<file path="src/rtl/core/priority_task_scheduler_assert.svh">
// Assertion macros for the task scheduler
`ifndef PRIORITY_TASK_SCHEDULER_ASSERT_SVH
`define PRIORITY_TASK_SCHEDULER_ASSERT_SVH
// implication checked every clock outside reset
`define PTS_ASSERT_IMP(label, pre, post) \
  label: assert property (@(posedge clk) disable iff (!rst_n) (pre) |-> (post)) \
    else $error("assertion failed");
// next-cycle implication
`define PTS_ASSERT_NEXT(label, pre, post) \
  label: assert property (@(posedge clk) disable iff (!rst_n) (pre) |=> (post)) \
    else $error("assertion failed");
`endif

</file>
<file path="src/rtl/core/pts_pkg.sv">
// Package: types and constants for the task scheduler
`timescale 1ns / 1ps
package pts_pkg;
  localparam int MaxTasks = 8;
  localparam int SlotW = 3;
  localparam int CntW = 4;

  typedef enum logic [2:0] {
    CMD_WAIT = 3'd0, CMD_SLEEP = 3'd1, CMD_WAKE = 3'd2, CMD_SIGNAL = 3'd3, CMD_LAUNCH = 3'd4
  } cmd_t;

  typedef enum logic [1:0] {
    ST_FREE = 2'd0, ST_ACTIVE = 2'd1, ST_WAIT = 2'd2, ST_SLEEP = 2'd3
  } slot_state_t;

  typedef enum logic [2:0] {
    S_IDLE, S_PARK, S_SCAN, S_APPLY, S_SCAN2, S_APPLY2, S_OUT
  } fsm_state_t;

  typedef enum logic [1:0] {
    SCAN_ACTIVE, SCAN_SLEEP, SCAN_CHAN
  } scan_kind_t;

  typedef struct packed {
    logic       load;
    logic       park;
    logic       scan_start;
    logic       scan_step;
    scan_kind_t scan_kind;
    logic       apply;
    logic       apply_wake2;
    logic       out_load;
  } ctrl_t;

  typedef struct packed {
    logic scan_done;
    logic need_scan;
    logic need_wake;
  } stat_t;
endpackage

</file>
<file path="src/rtl/core/pts_ctrl.sv">
// Controller state machine for the task scheduler
`timescale 1ns / 1ps
`include "priority_task_scheduler_assert.svh"
module pts_ctrl import pts_pkg::*; (
  input  logic  clk,
  input  logic  rst_n,
  input  logic  in_valid,
  output logic  in_ready,
  output logic  out_valid,
  input  logic  out_ready,
  input  cmd_t  cmd,
  input  stat_t stat,
  output ctrl_t ctrl
);
  fsm_state_t state_r, state_nxt;
  logic out_valid_r, out_valid_nxt;
  cmd_t cmd_r;

  always_ff @(posedge clk) begin
    if (!rst_n) begin
      state_r <= S_IDLE;
      out_valid_r <= 1'b0;
    end else begin
      state_r <= state_nxt;
      out_valid_r <= out_valid_nxt;
    end
    if (state_r == S_IDLE && in_valid) cmd_r <= cmd;
  end

  assign in_ready = (state_r == S_IDLE);
  assign out_valid = out_valid_r;

  always_comb begin
    state_nxt = state_r;
    unique case (state_r)
      S_IDLE:   if (in_valid) state_nxt = S_PARK;
      S_PARK:   state_nxt = stat.need_scan ? S_SCAN : S_APPLY;
      S_SCAN:   if (stat.scan_done) state_nxt = S_APPLY;
      S_APPLY:  state_nxt = stat.need_scan ? S_SCAN2 : S_OUT;
      S_SCAN2:  if (stat.scan_done) state_nxt = S_APPLY2;
      S_APPLY2: state_nxt = S_OUT;
      S_OUT:    if (!out_valid_r || out_ready) state_nxt = S_IDLE;
      default:  state_nxt = S_IDLE;
    endcase
  end

  always_comb begin
    ctrl = '0;
    out_valid_nxt = out_valid_r && !out_ready;
    unique case (state_r)
      S_IDLE: ctrl.load = in_valid;
      S_PARK: begin
        ctrl.park = 1'b1;
        ctrl.scan_start = 1'b1;
        ctrl.scan_kind = (cmd_r == CMD_SLEEP) ? SCAN_SLEEP :
                         (cmd_r == CMD_SIGNAL) ? SCAN_CHAN : SCAN_ACTIVE;
      end
      S_SCAN: begin
        ctrl.scan_step = 1'b1;
        ctrl.scan_kind = (cmd_r == CMD_SLEEP) ? SCAN_SLEEP :
                         (cmd_r == CMD_SIGNAL) ? SCAN_CHAN : SCAN_ACTIVE;
      end
      S_APPLY: begin
        ctrl.apply = 1'b1;
        ctrl.scan_start = 1'b1;
        ctrl.scan_kind = (cmd_r == CMD_SLEEP || cmd_r == CMD_WAIT) ? SCAN_ACTIVE : SCAN_SLEEP;
      end
      S_SCAN2: begin
        ctrl.scan_step = 1'b1;
        ctrl.scan_kind = (cmd_r == CMD_SLEEP || cmd_r == CMD_WAIT) ? SCAN_ACTIVE : SCAN_SLEEP;
      end
      S_APPLY2: ctrl.apply_wake2 = 1'b1;
      S_OUT: if (!out_valid_r || out_ready) begin
        ctrl.out_load = 1'b1;
        out_valid_nxt = 1'b1;
      end
      default: ;
    endcase
  end

  `PTS_ASSERT_IMP(a_ready_idle, in_ready, state_r == S_IDLE)
  `PTS_ASSERT_NEXT(a_load_park, in_valid && in_ready, state_r == S_PARK)
  `PTS_ASSERT_NEXT(a_out_set, ctrl.out_load, out_valid)
endmodule

</file>
<file path="config.mk">
export PLATFORM = sky130hd
export DESIGN_NAME = pts_ctrl
export DESIGN_NICKNAME = d
export VERILOG_FILES = /design/src/rtl/core/pts_pkg.sv /design/src/rtl/core/pts_ctrl.sv
export VERILOG_INCLUDE_DIRS = /design/src /design/src/rtl/core
export SDC_FILE = /design/constraint.sdc
export NUM_CORES = 1
export LEC_CHECK = 0
export BUFFER_PORTS_ARGS = -buffer_cell sky130_fd_sc_hd__buf_2
export CORE_AREA = 8 8 45 47
export CTS_BUF_LIST = sky130_fd_sc_hd__clkbuf_8
export DETAILED_ROUTE_END_ITERATION = 8
export DIE_AREA = 0 0 53 55
export PLACE_DENSITY = 0.65
export SLEW_MARGIN = 20
export SYNTH_ARGS = -nofsm -noshare
export SYNTH_HDL_FRONTEND = slang
export SYNTH_SLANG_ARGS = --single-unit
</file>
<file path="constraint.sdc">
create_clock -name clk -period 1.29 [get_ports clk]
set_input_delay 0.129 -clock clk [delete_from_list [all_inputs] [get_ports clk]]
set_output_delay 0.129 -clock clk [all_outputs]
set_load 0.005 [all_outputs]
</file>
Yosys cells after proc, flatten, opt, wreduce, memory -nomap -nowiden. Cells that the tools add are included. W data, S select, Z words.

Word-level logic and storage cells: 49. Output and inout bits: 11. Register bits: 7. Bits of input ports: 10.

Multiplexer cells: 21. Eq/ne operators: 12. Reductions and logical operators: 13.

Operators with widths (count): $pmux W3 S7 (1); $mux W1 (12); $mux W3 (4); $eq A3 B2 Y1 const B (3); $eq A3 B3 Y1 const B (3); $ne A2 B2 Y1 const B (4); $reduce_or A2 Y1 (4); $eq A3 B1 Y1 const B (2); $logic_not A3 Y1 (2); $mux W2 (3); $pmux W2 S2 (1); $reduce_and A4 Y1 (1); $logic_and A1 B1 Y1 (2); $logic_not A1 Y1 (2); $logic_or A1 B1 Y1 (2).

Longest topological paths before layout.
Word-level depth: 4. Depth in mapped cells: 5. Depth with buffers taken out: 4.

Least setup slack after synthesis. Ideal clock, no wire load.

Path kind: register to register. Start: register state_r[1]. End: register cmd_r[0] (enable). Setup time: 0.311 ns. Data required time: 0.979 ns. Buffers on the path: 2. Cell stages (with the launch flop): 5. Path slack: -0.059 ns. Period minus slack after synthesis: 1.349 ns. Arrival: 1.038 ns. Cells stage by stage: dfxtp_1 buf_6 clkbuf_8 nor3_1 and2_1.

Longest elaborated chain between the ends: 2.

Ends and longest elaborated chain: start: declaration (RTL line pts_ctrl.sv:15) `fsm_state_t state_r, state_nxt;`; start signal: assignment (RTL line pts_ctrl.sv:24) `state_r <= state_nxt;`; $logic_not A3 Y1; named net in_ready (RTL line pts_ctrl.sv:8) `output logic in_ready,`; $logic_and A1 B1 Y1 (RTL line pts_ctrl.sv:27) `if (state_r == S_IDLE && in_valid) cmd_r <= cmd;`; end signal: assignment (RTL line pts_ctrl.sv:27); end: declaration (RTL line pts_ctrl.sv:17) `cmd_t cmd_r;`.

The timed path passes the listed nets, and every way through them passes these cells. A chain may end at the register's enable or synchronous reset.

==> impl_results.md <==
* Run status: complete, but fails checks
* Violated checks: negative setup slack
* Post-Route WL at 1360 µm
* Setup TNS at -109 ps
* Power Dens Cells at 1360 mW/mm²
* Clock transition at path regs at 40 ps
* CTS H-tree depth at 1
* Die area at 0.00292 mm²
* Post-synthesis sequential area ratio at 0.363
* Post-Syn Instances at 53
* Maxcap violations at 0
* Starting Density at 0.339
* Final Skew at 0.449 ps
* Worst hold start: cmd[1]
* Vias per cell at 4.99
* Maximum vdd drop at 0.000561 V
* Final Cycle Share at 1.07
* ANT cells at 0
* RSZ-0062 raised after global routing: true
* Initial antenna violation count at 0
* Flop2flop setup slack at 60 ps
* Fin crit period at 1380 ps
* Number of core rows at 14
* Die height at 55 µm
* Tightest Pin Transition at 289 ps
* Worst Hold End: cmd_r[1]
* Clock buffer depth at 2
* Hold Vio Cnt, Final at 0
* Core region area at 0.00138 mm²
* Post-route DRC violation count at 0
* Layout Nets at 95
* Final worst slack at -88.4 ps
* Routed WL per cell at 13.6 µm
* Leakage at 0.348 nW
* GR Overflow Total at 0
* Crit path DAT at 1250 ps
* TritonCTS Sinks at 7
* Netlist cell types at 29
* Layout area overhead at 59.7%
* CP Max Fanout at 3
* DP Cell Count at 89
* Final GP Congestion at 0.804
* All-Layer GR Usage at 0.0905
* Clk Latency, worst-skew pair at 220 ps
* Max-slew headroom at 0.807
* Post-detail-place hpwl at 894 µm
* Io pins at 21
* CP startpoint kind: flop
* Drt first pass iters at 6
* Reg2reg start: state_r[2]
* Required @ worst endpoint at 1160 ps
* CP Class: reg -> out
* Crit. End Element: output port
* Mapped Area at 469 µm²
* Initial DRC Count at 14
* Non-Filler Instances at 100
* Syn Nets at 63
* Vias in the first global route at 461
* CTS hold repair buffers at 0
* Die Wd at 53 µm
* Largest net degree at the start of global routing at 13
* Reg2Reg Depth at 4
* Max-slew violations at 0
* CTS Buf Count at 3
* FF+latch count, synth at 7
* Layout cells sized above 1 at 0.571
* Fmax at 725 MHz
* Hold WC Path Type: in -> reg
* Buffers on Ports at 19
* Min Hold Slack at 78.4 ps
* Final setup fails at 2
* Yosys warning count at 0
* Hold Crit Depth at 1
* First-pass GRT wire length at 1990 µm
* Antenna viol nets, final at 0
* Via Count at 499
* R2R Path End: cmd_r[2]
* Syn_area_per_cell at 8.85 µm²
* TritonCTS clock tree: done
* Clock Tree Root: clkbuf_8
* Post-layout util at 0.542
[timing repair]
action / in CTS / in global routing
gates cloned: 0 / 0
setup buffers: 2 / 5
pin swaps: 3 / 3
gates resized for setup: 7 / 10
endpoints found under the setup margin: 9 / 10
[cell usage after synthesis, drive strengths merged]
master,number,share of area
a21boi,1,0.016
a21o,1,0.016
a21oi,3,0.032
a221oi,1,0.019
a31oi,1,0.013
and2,2,0.027
and3,1,0.013
buf,3,0.059
clkbuf,1,0.029
dfxtp,4,0.17
edfxtp,3,0.19
inv,2,0.016
maj3,1,0.024
nand2,3,0.024
nand2b,1,0.013
nand4,1,0.013
nor2,4,0.032
nor2b,5,0.067
nor3,3,0.032
nor3b,1,0.016
nor4,1,0.013
o21ai,4,0.043
o31ai,1,0.016
o32ai,1,0.019
o41ai,1,0.035
or2,1,0.013
xnor2,2,0.037
[how the worst max path moves through the flow]
stage          startpoint  cells past startpoint  endpoint  slack, ps
4_1_cts          cmd_r[1]                      5   ctrl[3]        -70
2_1_floorplan  state_r[1]                      4  cmd_r[0]         50
5_1_grt          cmd_r[2]                      5   ctrl[3]       -180
3_3_place_gp   state_r[2]                      4   ctrl[3]         40
3_5_place_dp   state_r[2]                      4   ctrl[3]         30
6_report         cmd_r[2]                      5   ctrl[3]        -90
[worst max-delay path, stage by stage, from the launching register on]
cell and delay, ps:
edfxtp_1 410, nor2_2 170, buf_4 130, o41ai_2 50, a21o_1 150, buf_2 120
[area by class of cell]
type / count / area (µm²)
clock inverter: 1 / 3.75
clock buffer: 3 / 41.3
multi-input combinational: 40 / 304
sequential: 7 / 178
inverter: 2 / 7.51
tap: 16 / 20.0
timing repair buffer: 31 / 195
fill: 128 / 634
[registers in the layout (all words and copies together) (netlist names)]
name,count
cmd_r,3
state_r,3
out_valid,1
[through the flow]
stage	instance area (µm²)	setup WS, ps	power, W
after floorplan	477	52.3	0.000520
after global placement	588	42.0	0.000610
after detailed placement	588	27.1	0.000614
after CTS	661	-73.8	0.000938
after global routing	749	-178	0.00108
final	749	-88.4	0.00102
[placed cells by master, fill, tap and decap left out, types with 2 or more instances in the layout]
| cell | n |
|---|---|
| dfxtp_1 | 2 |
| dfxtp_4 | 2 |
| buf_2 | 18 |
| buf_4 | 11 |
| buf_6 | 2 |
| o21ai_0 | 3 |
| xnor2_1 | 2 |
| a21oi_1 | 3 |
| clkbuf_8 | 3 |
| nor2_1 | 3 |
| nor2b_1 | 3 |
| nand2_1 | 3 |
| edfxtp_1 | 3 |
| inv_1 | 2 |
| and2_4 | 2 |
[layer usage]
metal	up-vias	wire (µm)	share of wire	global-route usage
li1	251	-	-	-
met1	235	565	0.41	0.0982
met2	11	675	0.50	0.141
met3	2	102	0.075	0.0374
met4	0	19	0.014	0.0647
met5	-	0	0	0
[cell families (layout without fill, tap and decap cells)]
| kind of cell | Yosys count | count (layout) | synth area share |
|---|---|---|---|
| xor gates and xnor gates | 2 | 2 | 0.0373 |
| AOI/OAI and AO/OA | 14 | 14 | 0.208 |
| buffers and inverters | 6 | 37 | 0.104 |
| DFF | 7 | 7 | 0.363 |
| adders and majority gates | 1 | 1 | 0.0240 |
| and+or+nand+nor | 23 | 23 | 0.264 |
[power by group]
group          leakage, nW  switching (W)  internal, W
sequential          0.0624      0.0000398     0.000268
clock               0.0269      0.0000952     0.000206
combinational        0.259       0.000187     0.000221
No activity file was read; power rests on OpenSTA's default activity.
