## src/rtl/core/priority_task_scheduler_assert.svh

```systemverilog
// Assertion macros for the task scheduler
`ifndef PRIORITY_TASK_SCHEDULER_ASSERT_SVH
`define PRIORITY_TASK_SCHEDULER_ASSERT_SVH
// implication checked every clock outside reset
`define PTS_ASSERT_IMP(label, pre, post) \
  label: assert property (@(posedge clk) disable iff (!rst_n) (pre) |-> (post)) \
    else $error("assertion failed");
// next-cycle implication
`define PTS_ASSERT_NEXT(label, pre, post) \
  label: assert property (@(posedge clk) disable iff (!rst_n) (pre) |=> (post)) \
    else $error("assertion failed");
`endif

```

## src/rtl/core/pts_pkg.sv

```systemverilog
// Package: types and constants for the task scheduler
`timescale 1ns / 1ps
package pts_pkg;
  localparam int MaxTasks = 8;
  localparam int SlotW = 3;
  localparam int CntW = 4;

  typedef enum logic [2:0] {
    CMD_WAIT = 3'd0, CMD_SLEEP = 3'd1, CMD_WAKE = 3'd2, CMD_SIGNAL = 3'd3, CMD_LAUNCH = 3'd4
  } cmd_t;

  typedef enum logic [1:0] {
    ST_FREE = 2'd0, ST_ACTIVE = 2'd1, ST_WAIT = 2'd2, ST_SLEEP = 2'd3
  } slot_state_t;

  typedef enum logic [2:0] {
    S_IDLE, S_PARK, S_SCAN, S_APPLY, S_SCAN2, S_APPLY2, S_OUT
  } fsm_state_t;

  typedef enum logic [1:0] {
    SCAN_ACTIVE, SCAN_SLEEP, SCAN_CHAN
  } scan_kind_t;

  typedef struct packed {
    logic       load;
    logic       park;
    logic       scan_start;
    logic       scan_step;
    scan_kind_t scan_kind;
    logic       apply;
    logic       apply_wake2;
    logic       out_load;
  } ctrl_t;

  typedef struct packed {
    logic scan_done;
    logic need_scan;
    logic need_wake;
  } stat_t;
endpackage

```

## src/rtl/core/pts_dp.sv

```systemverilog
// Datapath: slot table, list walk and result register
`timescale 1ns / 1ps
module pts_dp import pts_pkg::*; (
  input  logic             clk,
  input  logic             rst_n,
  input  logic             cfg_we,
  input  logic [7:0]       cfg_data,
  input  logic [61:0]      in_data,
  input  ctrl_t            ctrl,
  output stat_t            stat,
  output logic [44:0]      out_data
);
  slot_state_t st_r [MaxTasks];
  logic [7:0]  pri_r [MaxTasks];
  logic [15:0] chn_r [MaxTasks];
  logic [31:0] due_r [MaxTasks];
  logic [SlotW-1:0] lnk_r [MaxTasks];
  logic [MaxTasks-1:0] lv_r;
  logic [SlotW-1:0] run_r, before_r;
  logic arm_v_r;
  logic [SlotW-1:0] arm_r;
  logic [2:0] cmd_r, t_r;
  logic [15:0] ch_r;
  logic [31:0] dt_r;
  logic [7:0] pr_r;
  logic [SlotW-1:0] cur_r, best_r;
  logic [CntW-1:0] cnt_r;
  logic found_r, done_r, woken_r, rej_r;
  logic [SlotW-1:0] wslot_r;
  logic [44:0] out_r;
  logic hit, better;
  logic [SlotW-1:0] wt;
  logic wake_ok;

  assign wt = (cmd_r == CMD_SIGNAL) ? best_r : t_r;
  assign wake_ok = (st_r[wt] == ST_SLEEP || st_r[wt] == ST_WAIT) &&
                   (cmd_r != CMD_SIGNAL || found_r);

  always_comb begin
    hit = 1'b0;
    better = 1'b0;
    case (ctrl.scan_kind)
      SCAN_ACTIVE: begin
        hit = st_r[cur_r] == ST_ACTIVE;
        better = pri_r[cur_r] > pri_r[best_r];
      end
      SCAN_SLEEP: begin
        hit = st_r[cur_r] == ST_SLEEP;
        better = due_r[cur_r] < due_r[best_r];
      end
      SCAN_CHAN: begin
        hit = (st_r[cur_r] == ST_SLEEP || st_r[cur_r] == ST_WAIT) && chn_r[cur_r] == ch_r;
        better = pri_r[cur_r] > pri_r[best_r];
      end
      default: ;
    endcase
  end

  always_comb begin
    stat.scan_done = done_r;
    stat.need_scan = 1'b0;
    if (ctrl.apply || ctrl.apply_wake2) stat.need_scan = 1'b0;
    case (cmd_r)
      CMD_WAIT, CMD_SLEEP, CMD_SIGNAL: stat.need_scan = 1'b1;
      default: ;
    endcase
    // second pass: pick the active task, or rearm after wake of the armed sleeper
    if (ctrl.apply) begin
      stat.need_scan = (cmd_r == CMD_WAIT || cmd_r == CMD_SLEEP) ? 1'b1 :
        ((cmd_r == CMD_WAKE || cmd_r == CMD_SIGNAL) &&
         wake_ok && st_r[wt] == ST_SLEEP && arm_v_r && arm_r == wt);
    end
    stat.need_wake = wake_ok;
  end

  always_ff @(posedge clk) begin
    if (!rst_n) begin
      for (int i = 0; i < MaxTasks; i++) begin
        st_r[i] <= ST_FREE;
        pri_r[i] <= '0;
        chn_r[i] <= '0;
        lnk_r[i] <= '0;
      end
      st_r[0] <= ST_ACTIVE;
      lv_r <= '0;
      run_r <= '0;
      arm_v_r <= 1'b0;
      arm_r <= '0;
      done_r <= 1'b0;
    end else begin
      if (cfg_we) pri_r[0] <= cfg_data;
      if (ctrl.load) begin
        {pr_r, dt_r, ch_r, t_r, cmd_r} <= in_data;
        before_r <= run_r;
        woken_r <= 1'b0;
        rej_r <= 1'b0;
        wslot_r <= '0;
      end
      if (ctrl.park && (cmd_r == CMD_WAIT || cmd_r == CMD_SLEEP)) begin
        chn_r[run_r] <= ch_r;
        st_r[run_r] <= (cmd_r == CMD_SLEEP) ? ST_SLEEP : ST_WAIT;
        if (cmd_r == CMD_SLEEP) due_r[run_r] <= dt_r;
      end
      if (ctrl.scan_start) begin
        cur_r <= '0;
        cnt_r <= '0;
        found_r <= 1'b0;
        best_r <= '0;
        done_r <= 1'b0;
      end else if (ctrl.scan_step && !done_r) begin
        if (hit && (!found_r || better)) begin
          best_r <= cur_r;
          found_r <= 1'b1;
        end
        cnt_r <= cnt_r + 1'b1;
        cur_r <= lnk_r[cur_r];
        if (cnt_r == CntW'(MaxTasks - 1) || !lv_r[cur_r]) done_r <= 1'b1;
      end
      if (ctrl.apply) begin
        case (cmd_r)
          CMD_SLEEP: begin
            arm_v_r <= found_r;
            arm_r <= found_r ? best_r : '0;
          end
          CMD_WAKE, CMD_SIGNAL: if (wake_ok) begin
            st_r[wt] <= ST_ACTIVE;
            chn_r[wt] <= '0;
            woken_r <= 1'b1;
            wslot_r <= wt;
            if (pri_r[wt] > pri_r[run_r] || st_r[run_r] != ST_ACTIVE) run_r <= wt;
          end
          CMD_LAUNCH: begin
            if (st_r[t_r] != ST_FREE) rej_r <= 1'b1;
            else begin
              st_r[t_r] <= ST_ACTIVE;
              pri_r[t_r] <= pr_r;
              chn_r[t_r] <= '0;
              lnk_r[t_r] <= lnk_r[run_r];
              lv_r[t_r] <= lv_r[run_r];
              lnk_r[run_r] <= t_r;
              lv_r[run_r] <= 1'b1;
              run_r <= t_r;
            end
          end
          default: ;
        endcase
      end
      if (ctrl.apply_wake2) begin
        if (cmd_r == CMD_WAIT || cmd_r == CMD_SLEEP) begin
          if (found_r) run_r <= best_r;
        end else begin
          arm_v_r <= found_r;
          arm_r <= found_r ? best_r : '0;
        end
      end
      if (ctrl.out_load) begin
        out_r <= {rej_r, wslot_r, woken_r,
                  arm_v_r ? due_r[arm_r] : 32'd0,
                  arm_v_r ? arm_r : SlotW'(0), arm_v_r,
                  run_r != before_r, run_r};
      end
    end
  end

  assign out_data = out_r;
endmodule

```

## config.mk

```make
export PLATFORM = sky130hd
export DESIGN_NAME = pts_dp
export DESIGN_NICKNAME = d
export VERILOG_FILES = /design/src/rtl/core/priority_task_scheduler_assert.svh /design/src/rtl/core/pts_pkg.sv /design/src/rtl/core/pts_dp.sv
export SDC_FILE = /design/constraint.sdc
export NUM_CORES = 1
export LEC_CHECK = 0
export BUFFER_PORTS_ARGS = -buffer_cell sky130_fd_sc_hd__buf_2
export CAP_MARGIN = 20
export CORE_ASPECT_RATIO = 1.25
export CORE_UTILIZATION = 30
export CTS_BUF_LIST = sky130_fd_sc_hd__clkbuf_4
export DETAILED_ROUTE_END_ITERATION = 8
export PLACE_DENSITY_LB_ADDON = 0.25
export SYNTH_ARGS = -nofsm -noshare
export SYNTH_HDL_FRONTEND = slang
export SYNTH_SLANG_ARGS = --single-unit
```

## constraint.sdc

```tcl
create_clock -name clk -period 6.9 [get_ports clk]
set_input_delay 0.69 -clock clk [delete_from_list [all_inputs] [get_ports clk]]
set_output_delay 0.69 -clock clk [all_outputs]
set_load 0.05 [all_outputs]
```

# Word-level counts from Yosys, hierarchy flattened

Memory sizes are Yosys's and may differ from the RTL's. A register that Yosys moved wholly into a read port is not among the register bits.
Cells that the tools add are included.

Register bits: 139
Bits in latches: 0
Memory bits (writable): 488
ROM bits: 0
Bits of input ports: 82
Output and inout bits: 48
Logic and storage cells: 210
Memories kept: 5

Memories:

| name  | depth | width | read ports | clocked after Yosys merged registers in | write ports | RTL line     | text |
|---|---|---|---|---|---|---|---|
| due_r | 8     | 32    | 3          | 2                                       | 1           | pts_dp.sv:16 | `logic [31:0] due_r [MaxTasks];` |
| chn_r | 8     | 16    | 1          | 0                                       | 8           | pts_dp.sv:15 | `logic [15:0] chn_r [MaxTasks];` |
| pri_r | 8     | 8     | 4          | 2                                       | 8           | pts_dp.sv:14 | `logic [7:0] pri_r [MaxTasks];` |
| lnk_r | 8     | 3     | 2          | 2                                       | 8           | pts_dp.sv:17 | `logic [SlotW-1:0] lnk_r [MaxTasks];` |
| st_r  | 8     | 2     | 4          | 2                                       | 8           | pts_dp.sv:13 | `slot_state_t st_r [MaxTasks];` |

Add/subtract/negate cells: 1
$mul: 0
Divide/modulo/power cells: 0
Magnitude comparators: 8
Equal/unequal tests: 17
Shift-type cells: 0
Mux-type cells: 108
Bitwise logic cells: 5
Reduce and logical (&&, ||, !) cells: 47

Operators by type and width:

| kind                 | count |
|---|---|
| $mux W3              | 38 |
| $mux W1              | 52 |
| $mux W16             | 3 |
| $reduce_or A16 Y1    | 3 |
| $lt A32 B32 Y1       | 1 |
| $eq A16 B16 Y1       | 1 |
| $gt A8 B8 Y1         | 2 |
| $mux W8              | 2 |
| $lt A3 B4 Y1 const B | 3 |
| $reduce_or A2 Y1     | 6 |
| $logic_and A1 B1 Y1  | 11 |
| $eq A2 B2 Y1 const B | 5 |
| $reduce_or A3 Y1     | 3 |
| $bwmux W8            | 1 |
| $logic_or A1 B1 Y1   | 8 |
| $mux W2              | 4 |
| $or A8 B8 Y8         | 1 |
| $reduce_and A2 Y1    | 4 |
| $reduce_or A8 Y1     | 1 |
| $bmux W1 S3          | 2 |
| $demux W1 S3         | 2 |
| $eq A3 B2 Y1 const B | 2 |
| $ge A3 B1 Y1 const B | 2 |
| $pmux W3 S2          | 1 |
| 19 further kinds     | 28 |

# Depth between registers and ports, before layout

An unclocked memory read counts as a cell.

Word-level depth: 14
Depth in mapped cells: 18
Depth with buffers taken out: 15

# Least setup slack after synthesis

Ideal clock, no wire load.

Kind: register -> register
Start point: register cur_r[0] (read register of lnk_r)
End point: register best_r[0], enable pin
Setup time: 339 ps
Arrival: 4423 ps
Required time: 6561 ps
Slack: 2138 ps
Cell stages (with the launch flop): 17
Path buffers: 6
Period minus slack after synthesis: 4762 ps
Cell sequence: edfxtp_1 > buf_6 > buf_4 > buf_4 > buf_2 > buf_2 > buf_2 > mux4_2 > mux2_2 > ha_1 > a211oi_1 > nor2_1 > o311a_1 > o41ai_1 > a311oi_1 > or2_2 > a21oi_1

Longest elaborated chain between the ends: 8
Elaborated cells between the ends (all ways): 18
Those cells by class: order compare (2); eq/ne (4); mux (2); reduce/logical (6); memory (4)

RTL lines:

| item                                                                   | RTL line      | text |
|---|---|---|
| start: declaration                                                     | pts_dp.sv:26  | `logic [SlotW-1:0] cur_r, best_r;` |
| parallel branches: the longest is 5 deep, another holds $mem_v2 Z8 W32 | --            |  |
| $logic_and A1 B1 Y1 *                                                  | pts_dp.sv:111 | `if (hit && (!found_r \|\| better)) begin` |
| $reduce_bool A2 Y1 (no source line) *                                  | --            |  |
| $reduce_and A3 Y1 (no source line) *                                   | --            |  |
| end signal: assignment                                                 | pts_dp.sv:112 | `best_r <= cur_r;` |
| end: declaration                                                       | pts_dp.sv:26  |  |

Every way passes the cells marked *.
A chain may end at the register's enable or synchronous reset.

# Worst setup path in the final report

Start point: register cur_r[1] (read register of lnk_r)
End point: register best_r[0], enable pin

Same word-level chain as after synthesis.

==> results by group <==
Critical path
  – Setup crit start: cur_r[1]$_SDFFCE_PP0P_
  – Req. time, crit path: 7.66 ns
  – Startpoint class of the critical path: register
  – FF-to-FF path depth: 12
  – Slowest stage delay, CP: 0.61 ns
  – Reg-to-Reg Start: cur_r[1]$_SDFFCE_PP0P_
  – Reg-to-reg endpoint: best_r[0]$_SDFFCE_PP0N_
  – Cell mode on critical path: buf_4
  – Worst-path maximum fanout: 41
  – CP Cell Sequence: buf_4 -> buf_4 -> mux4_2 -> mux2_2 -> ha_1 -> a211oi_1 -> nor2_1 -> o311a_1 -> o41ai_1 -> a311oi_1 -> or2_2 -> a21oi_1
  – Crit Path Class: register to register
  – R2R setup slack: 1.85 ns
  – CP endpoint kind: register
  – CP arrival: 5.81 ns
  – Slowest cell on crit path: buf_4

Finish
  – Design Area, Final: 38200 µm²
  – Area growth from synthesis to layout: 15.8%
  – Nets: around 2500
  – Final core utilization: 35.2%
  – Share of cells above drive strength 1: between 30 and 40%
  – Layout Cells excl Fill: about 4000

Status
  – Status: finished clean

Timing
  – Final setup TNS: 0 ns
  – Max-slew violations: 0
  – Fin crit share: 73.2%
  – Clk_skew: 0.0688 ns
  – Hold Fails Final Rpt: 0
  – Actual slew at the worst max-slew pin: between 1 and 1.5 ns
  – Fmax: 0.198 GHz
  – RSZ-0062 raised after global routing: no
  – Slew HR: between 20% and 30%
  – Post-route minimum period: approximately 5 ns
  – Final setup viols: 0

Global routing
  – Gr ovfl total: 0
  – Largest net degree at the start of global routing: 68
  – Vias in the first global route: 22400
  – Initial antenna violation count: 1
  – GRT Resource Usage Total: about 17%
  – First-pass GRT wire length: 142000 µm

Synthesis
  – Mapped Cells: 2127
  – Ys flop type: edfxtp_1
  – Top-count cell post-synth: edfxtp_1
  – Ys async rst share: 0%
  – Top-area cell type share of the netlist area: 55.9%
  – Seq/Total Area, Yosys: roughly 57%
  – Post-synth EDFFs: 614
  – Synth warnings: 0
  – Post-Syn Area: 33000 µm²
  – Mean post-synth cell area: roughly 15 µm²
  – Cell taking the most area after synthesis: edfxtp_1
  – Main area contributors after synthesis: edfxtp_1, mux4_2, mux2i_1, nor2_1, ha_1
  – Top post-synthesis cells by count: edfxtp_1, mux4_2, nor2_1
  – Synth cell types: 73
  – Syn_nets: 2257
  – Synthesized flop and latch total: 636

Place
  – Dpl cell area: 35200 µm²
  – Placed cells: 3600
  – Port Buffer Count: 129
  – Final HPWL DP: between 60000 and 70000 µm
  – GP Congestion: 0.849

Hold path
  – Hold EP: rej_r$_DFFE_PP_
  – Hold WC Path Type: input pin to register
  – Min-delay src: rst_n
  – Hold path cells: 2

Clock tree
  – CTS tree: yes
  – Post-CTS Setup Inserts: 0
  – Bufs on Longest Clock Path: 3
  – CTS clk-pin slew, worst paths: roughly 0.08 ns
  – CTS H-tree depth: 4
  – Total CTS buffers: between 150 and 200
  – Skew-Pair Late Insertion Delay: 1.11 ns
  – Clock tree sinks: ~640
  – CTS root buf: clkbuf_4

Die
  – Die span in x: 299 µm
  – # IOs: 130
  – Die H: between 300 and 400 µm
  – Core area: ~110000 µm²
  – Initial Utilization: slightly above 30%
  – Area of the die: 111000 µm²
  – Row cnt: 135

Power
  – Peak VDD IR: 138 µV
  – Tot Pwr: slightly above 0.009 W
  – Pwr/cell area: roughly 240 nW/µm²
  – Pleak: approximately 13 nW

Detailed routing
  – Via density per instance: 5.23
  – DR vias: 20800
  – Pre-Repair DR Iteration Count: 8
  – ANT nets after route: 0
  – DRT iter0 DRCs: 1604
  – WL/cell: about 24 µm
  – Drt total wl: 96500 µm
  – # DRC: 0

Flow run
  – Max-cap violations: 0
==> power by group <==
| group | switching (W) | internal [W] |
|---|---|---|
| Combinational | 0.000634 | 0.000518 |
| Sequential | 0.000163 | 0.00436 |
| Clock | 0.00161 | 0.00176 |
==> cells in the final DEF (no fill, tap or decap), drive strengths merged, types with 9 or more instances in the layout <==
| master | n |
|---|---|
| nor2b | 46 |
| o21ai | 35 |
| clkinv | 45 |
| o31ai | 20 |
| a21oi | 33 |
| dfxtp | 22 |
| nand3b | 11 |
| clkbuf | 235 |
| xnor2 | 11 |
| buf | 178 |
| nor2 | 215 |
| mux2 | 51 |
| nand2b | 10 |
| mux2i | 112 |
| nand2 | 154 |
| ha | 48 |
| mux4 | 281 |
| a22o | 11 |
| and3 | 16 |
| and2 | 59 |
| inv | 31 |
| a21o | 9 |
| xor2 | 13 |
| dlygate4sd3 | 75 |
| nand3 | 56 |
| edfxtp | 614 |
| nand4 | 14 |
| a211oi | 15 |
| nor3 | 17 |
| a31oi | 14 |
==> metrics by stage <==
stage	setup WS (ns)	hold slack, ns
after floorplan	2.14	0.406
after global placement	1.90	0.446
after detailed placement	1.82	0.447
after CTS	1.84	0.0571
after global routing	1.55	0.121
final	1.85	0.165
==> worst max-delay path: cells and delay by family, from the launching register on <==
family / cells / cell delay [ns]
buffers and inverters: 2 / 1.21
DFF: 1 / 0.34
and+or+nand+nor: 2 / 0.48
AOI/OAI and AO/OA: 5 / 1.66
adders and majority gates: 1 / 0.31
muxes: 2 / 0.68
==> metal layers <==
| layer | vias to the layer above | track usage (%) | wire, µm |
|---|---|---|---|
| li1 | 9150 | - | - |
| met4 | 0 | 7.99 | 3290 |
| met5 | - | 0 | 0 |
| met2 | 825 | 29.6 | 48900 |
| met1 | 10600 | 21.0 | 38900 |
| met3 | 201 | 3.30 | 5410 |
==> final cells by class <==
class                           count  area (µm²)
Timing Repair Buffer              253        1790
Clock buffer                      235        1760
Multi-Input combinational cell   1325       13400
Inverter                           25        95.1
Sequential cell                   636       18900
Fill cell                       10400       70400
Clock inverter                     58         389
Tap cell                         1438        1800
Antenna cell                        4        10.0
==> kinds of logic (layout without fill, tap and decap cells) <==
family	Yosys count	in the layout	synth area share [%]
compound gates	185	185	4.05
xor+xnor	24	24	0.638
fa+ha+maj	48	48	1.82
buf+inv	166	571	2.25
flops	636	636	57.3
mux	444	444	24.4
other cells	0	4	0
simple gates	624	624	9.62
==> registers in the layout, indices dropped and copies added, names as in the netlist, 4 cells and up, named ones only <==
signal / flops
ch_r: 16
dt_r: 32
lv_r: 8
out_data: 45
pri_r: 64
chn_r: 128
pr_r: 8
st_r: 16
due_r: 256
lnk_r: 24
cnt_r: 4
==> timing repair <==
action                                 4_1_cts  5_1_grt
setup endpoints to repair                    0        0
endpoints found under the hold margin       84        0
resized for setup                            0        0
hold buffers                                75        0
==> how the worst max path moves through the flow <==
stage	end	slack (ns)	depth (start not counted)
after detailed placement	found_r$_SDFFCE_PP0N_	1.82	12
after floorplan	best_r[0]$_SDFFCE_PP0N_	2.14	16
after CTS	best_r[0]$_SDFFCE_PP0N_	1.84	11
after global placement	found_r$_SDFFCE_PP0N_	1.90	12
after global routing	best_r[0]$_SDFFCE_PP0N_	1.55	12
final	best_r[0]$_SDFFCE_PP0N_	1.85	12
Note: power is estimated with default switching activity, not from simulation.
